==> config.mk <==
export PLATFORM = sky130hd
export DESIGN_NAME = fcp_arc
export DESIGN_NICKNAME = d
export VERILOG_FILES = /design/src/rtl/fcp_pkg.sv /design/src/rtl/fcp_arc.sv
export SDC_FILE = /design/constraint.sdc
export NUM_CORES = 2
export LEC_CHECK = 0
export ABC_AREA = 1
export BUFFER_PORTS_ARGS = -buffer_cell sky130_fd_sc_hd__buf_2
export CORE_AREA = 2 2 354 443
export CTS_BUF_LIST = sky130_fd_sc_hd__clkbuf_4
export DETAILED_ROUTE_END_ITERATION = 10
export DIE_AREA = 0 0 356 445
export PLACE_DENSITY_LB_ADDON = 0.2
export SLEW_MARGIN = 30
export SYNTH_ARGS = -nofsm -noshare
export SYNTH_HDL_FRONTEND = slang
export SYNTH_SLANG_ARGS = --single-unit
==> constraint.sdc <==
create_clock -name clk_i -period 6.2 [get_ports clk_i]
set_input_delay 1.24 -clock clk_i [delete_from_list [all_inputs] [get_ports clk_i]]
set_output_delay 1.24 -clock clk_i [all_outputs]
set_load 0.01 [all_outputs]
==> src/rtl/fcp_pkg.sv <==
// ----------------------------------------------------------------------------
// fcp_pkg: shared types and constants of the false-color palette entry unit
// Mode and register codes, arc geometry and fixed-point reciprocals.
// ----------------------------------------------------------------------------
`timescale 1ns / 1ps
`default_nettype none

package fcp_pkg;

  localparam int ENTRIES_DEF = 256;

  // palette modes
  localparam logic [2:0] MODE_SQUEEZE  = 3'd0;
  localparam logic [2:0] MODE_SPECTRAL = 3'd1;
  localparam logic [2:0] MODE_GRAY     = 3'd2;
  localparam logic [2:0] MODE_REV_GRAY = 3'd3;
  localparam logic [2:0] MODE_FILE     = 3'd4;

  // configuration register indexes
  localparam logic REG_MODE = 1'b0;
  localparam logic REG_MIN  = 1'b1;

  localparam logic [2:0] MODE_RESET = MODE_SPECTRAL;
  localparam logic [7:0] MIN_RESET  = 8'd25;

  // arc geometry in Q8: half width 63, span 126
  localparam int ARC_W     = 16128;
  localparam int ARC_W2    = 260112384;
  localparam int ARC_SPAN  = 32256;
  localparam int DIST_W    = 14;
  // level^2 * 441 <= (7225 * (W^2 - d^2)) >> 16
  localparam int ARC_GAIN  = 7225;
  localparam int ROOT_GAIN = 441;

  localparam logic [7:0] GRAY_BASE = 8'd50;
  localparam int         GRAY_STEP = 205;

  // exact reciprocal of 7 for numerators below 2^19
  localparam logic [19:0] RECIP_7 = 20'(((64'd1 << 22) + 64'd6) / 64'd7);

  localparam int FRONT_STAGES = 3;
  localparam int ARC_STAGES   = 10;
  localparam int STAGES       = FRONT_STAGES + ARC_STAGES;

  typedef struct packed {
    logic [7:0] red;
    logic [7:0] green;
    logic [7:0] blue;
  } rgb_t;

endpackage

`default_nettype wire

==> src/rtl/fcp_arc.sv <==
// ----------------------------------------------------------------------------
// fcp_arc: one arc lane
// Square of the distance, scaled chord, then an 8-stage bitwise root search.
// ----------------------------------------------------------------------------
`timescale 1ns / 1ps
`default_nettype none

module fcp_arc (
  input  logic                             clk_i,
  input  logic [fcp_pkg::ARC_STAGES-1:0]   en_i,
  input  logic [fcp_pkg::DIST_W-1:0]       dist_i,
  output logic [7:0]                       level_o
);

  logic [27:0] sq_q;
  logic [27:0] chord;
  logic [40:0] scaled;
  logic [24:0] pq_q;

  assign chord  = 28'(fcp_pkg::ARC_W2) - sq_q;
  assign scaled = 41'(chord) * 41'(fcp_pkg::ARC_GAIN);

  always_ff @(posedge clk_i) begin
    if (en_i[0]) begin
      sq_q <= 28'(dist_i) * 28'(dist_i);
    end
    if (en_i[1]) begin
      pq_q <= scaled[40:16];
    end
  end

  logic [7:0]  v_q    [8];
  logic [15:0] vsq_q  [7];
  logic [24:0] lim_q  [7];
  logic [7:0]  v_in   [8];
  logic [15:0] vsq_in [8];
  logic [24:0] lim_in [8];

  assign v_in[0]   = 8'd0;
  assign vsq_in[0] = 16'd0;
  assign lim_in[0] = pq_q;

  for (genvar j = 0; j < 8; j++) begin : g_bit
    localparam int B = 7 - j;
    logic [16:0] tsq;
    logic [25:0] lhs;
    logic        take;

    if (j > 0) begin : g_link
      assign v_in[j]   = v_q[j-1];
      assign vsq_in[j] = vsq_q[j-1];
      assign lim_in[j] = lim_q[j-1];
    end

    // (v + 2^B)^2 = v^2 + v * 2^(B+1) + 2^(2B)
    assign tsq  = 17'(vsq_in[j]) + (17'(v_in[j]) << (B + 1)) + (17'd1 << (2 * B));
    assign lhs  = 26'(tsq) * 26'(fcp_pkg::ROOT_GAIN);
    assign take = lhs <= {1'b0, lim_in[j]};

    always_ff @(posedge clk_i) begin
      if (en_i[2+j]) begin
        v_q[j] <= take ? (v_in[j] | (8'd1 << B)) : v_in[j];
      end
    end

    if (j < 7) begin : g_carry
      always_ff @(posedge clk_i) begin
        if (en_i[2+j]) begin
          vsq_q[j] <= take ? tsq[15:0] : vsq_in[j];
          lim_q[j] <= lim_in[j];
        end
      end
    end
  end

  assign level_o = v_q[7];

endmodule

`default_nettype wire

==> run summary <==
Critical Path End - vsq_q[6][12]
Final #Nets - 5,961
reg-to-reg slack, setup - -0.28 ns
RSZ-0062 raised after global routing - yes
via count - 28,900
synthesis-to-finish area growth - 27.7%
syn_area_per_cell - 9.22 µm²
CTS tree - done
cell taking the most area after synthesis - edfxtp_1
crit path from - v_q[1][12]
standard-cell rows - 161
worst-path maximum fanout - 4
Slowest-stage cell, CP - fa_1
outcome - finished, violations left
Max stage delay on crit path - 0.51 ns
area fraction in compound gates after synthesis - 6.38%
Finished Layout Cells - 6,966
Setup TNS - -4.87 ns
top cells by count, synth - 1,068 x inv_1, 695 x ha_1, 610 x nand2_1
hold-fix buffer count after cts - 0
critical path launch point type - flop
vias in the first global route - 31,500
Post-Synth Adder-Cell Area - 42.3%
final instance area - 0.0489 mm²
Setup Viol. Count Final - 23
Post-synth top flop - edfxtp_1
Die Area - 0.158 mm²
CTS Sinks - 306
placed instance area - 0.0451 mm²
final clock skew - 0.0801 ns
Synth Area in Simple Gates - 12.0%
overall die width - 356 µm
final worst-path cycle share - 104%
number of H-tree levels - 3
Worst EP arrival - 7.01 ns
placer's final routability congestion estimate - 0.821
Ys Warns - 0
final hold vios - 0
Max transition margin - 36.9%
reg-to-reg endpoint - vsq_q[6][12]
Syn Inst Count - 4,154
Synth Net Count - 5,249
max cap viols - 0
r2r worst-path depth - 33
I/O Pins - 33
required time of the critical path - 6.73 ns
minimum clock period - 6.48 ns
CP endpoint kind - flop
Detailed Place HPWL - 86,600 µm
number of port buffers - 32
clock slew at reported path FFs - 0.07 ns
Post-synth EDFFs - 306
WL/cell - 14.2 µm
Worst-Skew Late Latency - 0.84 ns
Hold Crit Class - flop to flop
count leader, synth - inv_1
WL final - 99,100 µm
Core ar. - 0.154 mm²
FF-to-FF Start - v_q[1][12]
grt ovf - 0
XOR/XNOR Fraction of Synth Area - 4.55%
mux contribution to synthesized area - 0.0294%
Detail Route Antenna Nets - 0
failing checks - negative setup slack
final worst setup slack - -0.277 ns
Async SR Flop Fraction - 0%
Seq/Total Area, Yosys - 24.0%
clock buffer depth - 3
initial antenna violation count - 6
placed insts - 6,744
first-pass iteration count of the detailed router - 5
share of cells above drive strength 1 - 24.5%
Core Util, Final - 31.8%
largest net degree at the start of global routing - 45
GRT Total Usage - 12.7%
f_max - 154 MHz
Post-Synthesis Cell Area - 0.0383 mm²
synthesis-stage register bit count - 306
Post-route DRC - 0
critical setup path kind - flop to flop
Worst Tran Pin Value - 0.947 ns
first-pass GRT wire length - 160,000 µm
Initial DRC Count - 821
die span in y - 445 µm
Max Slew Vio Count - 0
CTS Root Cell - clkbuf_4
Via-to-Cell Ratio - 4.15
Area contributors post-synth - edfxtp_1 24%, ha_1 23%, fa_1 20%
Netlist cell types - 59
cts bufs inserted - 87
initial core utilization - 24.9%
Yosys top cell area share - 24.0%
largest family of logic cells by synthesized area - adder cells
[state kept, by name, indices dropped and copies added (netlist names)]
name / count
v_q: 31
pq_q: 25
sq_q: 27
vsq_q: 48
lim_q: 175
[final cells by class]
cell class / count / area, µm²
diodes: 2 / 5.00
fillers: 16200 / 105000
flip-flops and latches: 306 / 9190
well taps: 2037 / 2550
inverters: 1076 / 4040
clock buffers: 119 / 893
clock inverters: 31 / 150
repair buffers: 640 / 4850
multi-input cells: 2755 / 27300
[worst min path at each step]
stage	start	to	cells past startpoint
2_1_floorplan	pq_q[0]	lim_q[0][0]	0
3_3_place_gp	pq_q[13]	lim_q[0][13]	0
3_5_place_dp	pq_q[2]	lim_q[0][2]	0
4_1_cts	lim_q[3][21]	lim_q[4][21]	0
5_1_grt	lim_q[2][7]	lim_q[3][7]	0
6_report	pq_q[10]	lim_q[0][10]	0
[layout by cell type (no fill, tap or decap), drive strengths merged, types with 2 or more instances in the layout]
cell type / instances
o21a: 6
a21oi: 215
nand4: 44
o21bai: 15
clkbuf: 119
fa: 375
buf: 640
clkinvlp: 2
clkinv: 25
o21ai: 109
nor3b: 4
or2: 7
and2: 3
a21o: 19
a21boi: 14
ha: 695
diode: 2
o211ai: 16
nor3: 33
o221ai: 3
edfxtp: 306
xnor2: 60
a31oi: 14
a211oi: 9
nand2: 632
o2111ai: 3
xor2: 139
and3: 2
nor4: 24
nor2: 175
inv: 1080
o31ai: 2
nand3: 124
nand3b: 8
[cells by family (layout without fill, tap and decap cells)]
logic type      Yosys count  in the layout
other cells               0              2
compound gates          426            426
buf+inv                1097           1866
simple gates           1055           1059
mux                       1              1
flops                   306            306
xor+xnor                199            199
fa+ha+maj              1070           1070
[layer usage]
| metal | routed length, µm | track usage (%) | part of all wire (%) | up-vias |
|---|---|---|---|---|
| met5 | 10 | 0 | 0.010 | - |
| met4 | 4030 | 4.85 | 4.1 | 2 |
| met3 | 1620 | 1.24 | 1.6 | 171 |
| met2 | 58600 | 27.0 | 59 | 290 |
| met1 | 34800 | 12.1 | 35 | 13700 |
| li1 | - | - | - | 14700 |
[worst max-delay path: cells and delay by family, from the launching register on]
kind / cells / cell delay [ns]
flip-flops: 1 / 0.44
AO/OA/AOI/OAI: 4 / 0.61
buffers and inverters: 6 / 0.65
adder cells (fa/ha/maj): 7 / 2.93
AND/OR/NAND/NOR: 15 / 1.48
XOR/XNOR: 1 / 0.12
[timing repair]
| item | 4_1_cts | 5_1_grt |
|---|---|---|
| pin swaps | 135 | 206 |
| resized for setup | 181 | 304 |
| buffers inserted | 38 | 33 |
| cloned | 4 | 0 |
| setup endpoints to repair | 58 | 65 |
[per-stage QoR]
stage                     hold WS [ns]  setup slack (ns)
after CTS                        0.400            -0.342
final                            0.406            -0.277
after global placement           0.401            -0.487
after global routing             0.408            -0.673
after floorplan                  0.400           0.00192
after detailed placement         0.405            -0.525
Power is not shown: default switching activity piles up to over one toggle a cycle in this logic, so the estimate is an artifact.
